**src/hw/rtl/smpq_pkg.sv**
```systemverilog
// Package for the sorted max priority queue: field widths, codes, word types
// and the control word shared by the chain of cells.
// Depends on nothing; smpq_cell, the top level and the bench use it.
package smpq_pkg;

   localparam int DEPTH_DEFAULT = 64;
   localparam int VALUE_W       = 32;
   localparam int ACTION_W      = 2;
   localparam int STATUS_W      = 2;
   localparam int COUNT_W       = 7;

   typedef enum logic [ACTION_W-1:0] {
      ACT_INSERT = 2'd0,
      ACT_REMOVE = 2'd1,
      ACT_CLEAR  = 2'd2
   } action_type;

   typedef enum logic [STATUS_W-1:0] {
      STATUS_OK    = 2'd0,
      STATUS_EMPTY = 2'd1,
      STATUS_FULL  = 2'd2
   } status_type;

   typedef struct packed {
      logic [ACTION_W-1:0]       action;
      logic signed [VALUE_W-1:0] value;
   } req_word_type;

   typedef struct packed {
      logic signed [VALUE_W-1:0] removed_value;
      status_type                status;
      logic [COUNT_W-1:0]        count_held;
   } rsp_word_type;

   // Shift command broadcast to every cell at once
   typedef struct packed {
      logic insert_en;
      logic remove_en;
   } cell_ctrl_type;

endpackage

```
**src/hw/rtl/smpq_cell.sv**
```systemverilog
// One position of the sorted store: holds an entry, compares it with the
// incoming value and shifts with its neighbours. Depends on smpq_pkg.
module smpq_cell #(
   parameter int OCC_W = 7,
   parameter int INDEX = 0
) (
   input  logic                               clock,
   input  smpq_pkg::cell_ctrl_type            ctrl,
   input  logic [OCC_W-1:0]                   occupancy,
   input  logic signed [smpq_pkg::VALUE_W-1:0] new_value,
   input  logic signed [smpq_pkg::VALUE_W-1:0] left_entry,
   input  logic signed [smpq_pkg::VALUE_W-1:0] right_entry,
   input  logic                               left_ge,
   output logic signed [smpq_pkg::VALUE_W-1:0] entry,
   output logic                               ge
);

   logic signed [smpq_pkg::VALUE_W-1:0] entry_ff;
   logic signed [smpq_pkg::VALUE_W-1:0] entry_in;

   // Held entries at or above the new value stay put; equal values keep order
   assign ge    = (OCC_W'(INDEX) < occupancy) && (entry_ff >= new_value);
   assign entry = entry_ff;

   always_comb begin
      entry_in = entry_ff;
      if (ctrl.insert_en) begin
         if (!ge) begin
            entry_in = left_ge ? new_value : left_entry;
         end
      end else if (ctrl.remove_en) begin
         entry_in = right_entry;
      end
   end

   always_ff @(posedge clock) begin
      entry_ff <= entry_in;
   end

endmodule

```
**config.mk**
```make
export PLATFORM = sky130hd
export DESIGN_NAME = smpq_cell
export DESIGN_NICKNAME = d
export VERILOG_FILES = /design/src/hw/rtl/smpq_pkg.sv /design/src/hw/rtl/smpq_cell.sv
export SDC_FILE = /design/constraint.sdc
export NUM_CORES = 1
export LEC_CHECK = 0
export CORE_ASPECT_RATIO = 0.75
export CORE_MARGIN = 8
export CORE_UTILIZATION = 55
export CTS_BUF_LIST = sky130_fd_sc_hd__clkbuf_2
export DETAILED_ROUTE_END_ITERATION = 16
export DONT_BUFFER_PORTS = 1
export PLACE_DENSITY = 0.75
export SETUP_SLACK_MARGIN = 0.5
export SLEW_MARGIN = 15
export SYNTH_ARGS = -nofsm -noshare
export SYNTH_HDL_FRONTEND = slang
export SYNTH_SLANG_ARGS = --single-unit
```
**constraint.sdc**
```tcl
create_clock -name clock -period 3.6 [get_ports clock]
set_clock_uncertainty 0.05 [all_clocks]
set_input_delay 0.72 -clock clock [delete_from_list [all_inputs] [get_ports clock]]
set_output_delay 0.72 -clock clock [all_outputs]
set_load 0.1 [all_outputs]
```
==> results.sh <==
export IMPL_core_sq_um=4440
export IMPL_ctsRootBufferMaster="clkbuf_2"
export IMPL_syn_to_final_growth_pct=15.3
export IMPL_postSynthCellCount=259
export IMPL_fin_cells=349
export IMPL_clock_latency_ps=380
export IMPL_dpl_cell_count=339
export IMPL_rsz0062_at_grt="yes"
export IMPL_multi_input_area_sq_um=1430
export IMPL_crit_path_end_kind="output pin"
export IMPL_grt_pass1_wl_um=9690
export IMPL_io_buffer_count=0
export IMPL_die_h_um=74.7
export IMPL_die_area_sq_um=7030
export IMPL_ys_ff_latch=32
export IMPL_synth_area_top_cells="edfxtp_1 38%, ha_1 16%, mux2i_1 13%"
export IMPL_holdBufCountCts=0
export IMPL_critPathLaunchType="flip-flop"
export IMPL_fin_nets=430
export IMPL_final_core_util=0.655
export IMPL_grt_max_degree=67
export IMPL_grt_usage=0.177
export IMPL_initial_utilization=0.568
export IMPL_grt_pass1_vias=2122
export IMPL_synth_seq_area_share=0.381
export IMPL_route_detailed_wl_per_inst_um=18.1
export IMPL_htree_levels=2
export IMPL_peakVddDrop_uv=299
export IMPL_first_pass_iters=4
export IMPL_yosysTopAreaCell="edfxtp_1"
export IMPL_cp_arrival_ps=2460
export IMPL_period_share=0.898
export IMPL_wl_um=6320
export IMPL_rows=21
export IMPL_final_max_slew_violation_count=0
export IMPL_cts_tree="done"
export IMPL_worstPathRequired_ps=2830
export IMPL_run_status="completed"
export IMPL_layout_common_cells="44 x a21oi_1, 35 x buf_4"
export IMPL_leakage_nw=1.35
export IMPL_cap_violations=0
export IMPL_overflow=0
export IMPL_dieWidth_um=94.2
export IMPL_dp_hpwl_um=5180
export IMPL_worstMarginPinSlew_ps=767
export IMPL_antenna_found_initial=0
export IMPL_path_max_fanout=3
export IMPL_antenna_diode_count=0
export IMPL_hold_viol=0
export IMPL_antenna_left=0
export IMPL_register_area_sq_um=961
export IMPL_ys_types=35
export IMPL_final_common_cell="a21oi_1"
export IMPL_route_detailed_drc=0
export IMPL_num_io_pins=140
export IMPL_min_path_type="in2reg"
export IMPL_largest_reg_flops=32
export IMPL_fin_crit_ps=3230
export IMPL_syn_avg_cell_area_sq_um=9.74
export IMPL_drt_iter0_drc=51
export IMPL_yosys_warnings=0
export IMPL_relSlewSlack=0.489
export IMPL_syn_nets=398
export IMPL_place_congestion=0.774
export IMPL_drive_above_1_share=0.195
export IMPL_path_clk_slew_ps=170
export IMPL_fmax_mhz=309
export IMPL_setup_viol=0
export IMPL_via_per_inst=5.60
export IMPL_powerDensity_nw_per_um2=449
export IMPL_clockBufferDepth=2
export IMPL_cts_buffers=5
export IMPL_criticalPathCategory="reg2out"
export IMPL_via_count=1955
export IMPL_fillers=377
export IMPL_clock_sinks=32
export IMPL_synth_top_area_frac=0.381
export IMPL_synthesis_area_sq_um=2520
## layer usage
metal,track usage,share of wire,wire [um]
met1,0.192,0.39,2490
met2,0.298,0.47,2970
met3,0.0817,0.12,771
met4,0.0648,0.015,92
met5,0,0,0
## through the flow
step	TNS, ps	power [mW]	instance area, sq um	hold WS (ps)	setup WS [ps]
final	0	1.31	2910	476	367
after global routing	0	1.37	2910	454	241
after CTS	0	1.31	2890	447	351
after detailed placement	0	1.13	2830	888	320
after global placement	0	1.12	2830	883	367
after floorplan	-24.4	1.02	2550	895	-24.4
## final timing paths
path	startpoint	to	slack, ps	cells after the start
setup / recovery	entry[15]	ge	370	8
hold / removal	ctrl[1]	entry[5]	480	1
setup reg to reg	entry[15]	entry[13]	620	7
hold reg to reg	entry[31]	entry[2]	1490	3
## synthesized netlist by cell type, drive strengths merged
cell type,instances
a211oi,3
a21o,2
a21oi,44
and3,1
and4,3
buf,3
clkbuf,8
edfxtp,32
ha,32
inv,32
mux2i,32
nand2,7
nand2b,1
nand3,2
nand4,4
nor2,33
nor2b,2
nor3,2
nor3b,1
nor4,1
nor4b,1
o211ai,1
o21a,1
o21ai,4
o2bb2ai,1
o31ai,2
o32a,1
or2,1
or2b,1
or4,1
## cell families after synthesis
logic type	after synthesis	synth area share
flops	32	0.381
mux	32	0.127
simple gates	61	0.123
fa+ha+maj	32	0.159
buf+inv	43	0.0734
compound gates	59	0.137
## cell type report
type                            count  area share
Multi-Input combinational cell    184       0.493
Clock buffer                        7      0.0120
Sequential cell                    32       0.330
Inverter                           32      0.0413
Timing Repair Buffer               36      0.0972
Clock inverter                      1     0.00129
Tap cell                           57      0.0245
## worst max-delay path: stages, from the launching register on
cell	delay, ps
edfxtp_1	440
ha_1	320
and4_4	210
a211oi_2	190
o21ai_1	100
o31ai_2	310
nor3b_4	290
nor3_4	60
buf_12	160
## what timing repair did
item / in CTS / in global routing
pin swaps: 1 / 4
buffers inserted: 1 / 1
resized for setup: 1 / 2
endpoints found under the setup margin: 1 / 33
## power breakdown
| group | switching (mW) | internal [mW] | total (mW) |
|---|---|---|---|
| sequential | 0.0252 | 0.471 | 0.496 |
| combinational | 0.463 | 0.171 | 0.634 |
| clock | 0.124 | 0.0520 | 0.176 |
Note: power is estimated with default switching activity, not from simulation.
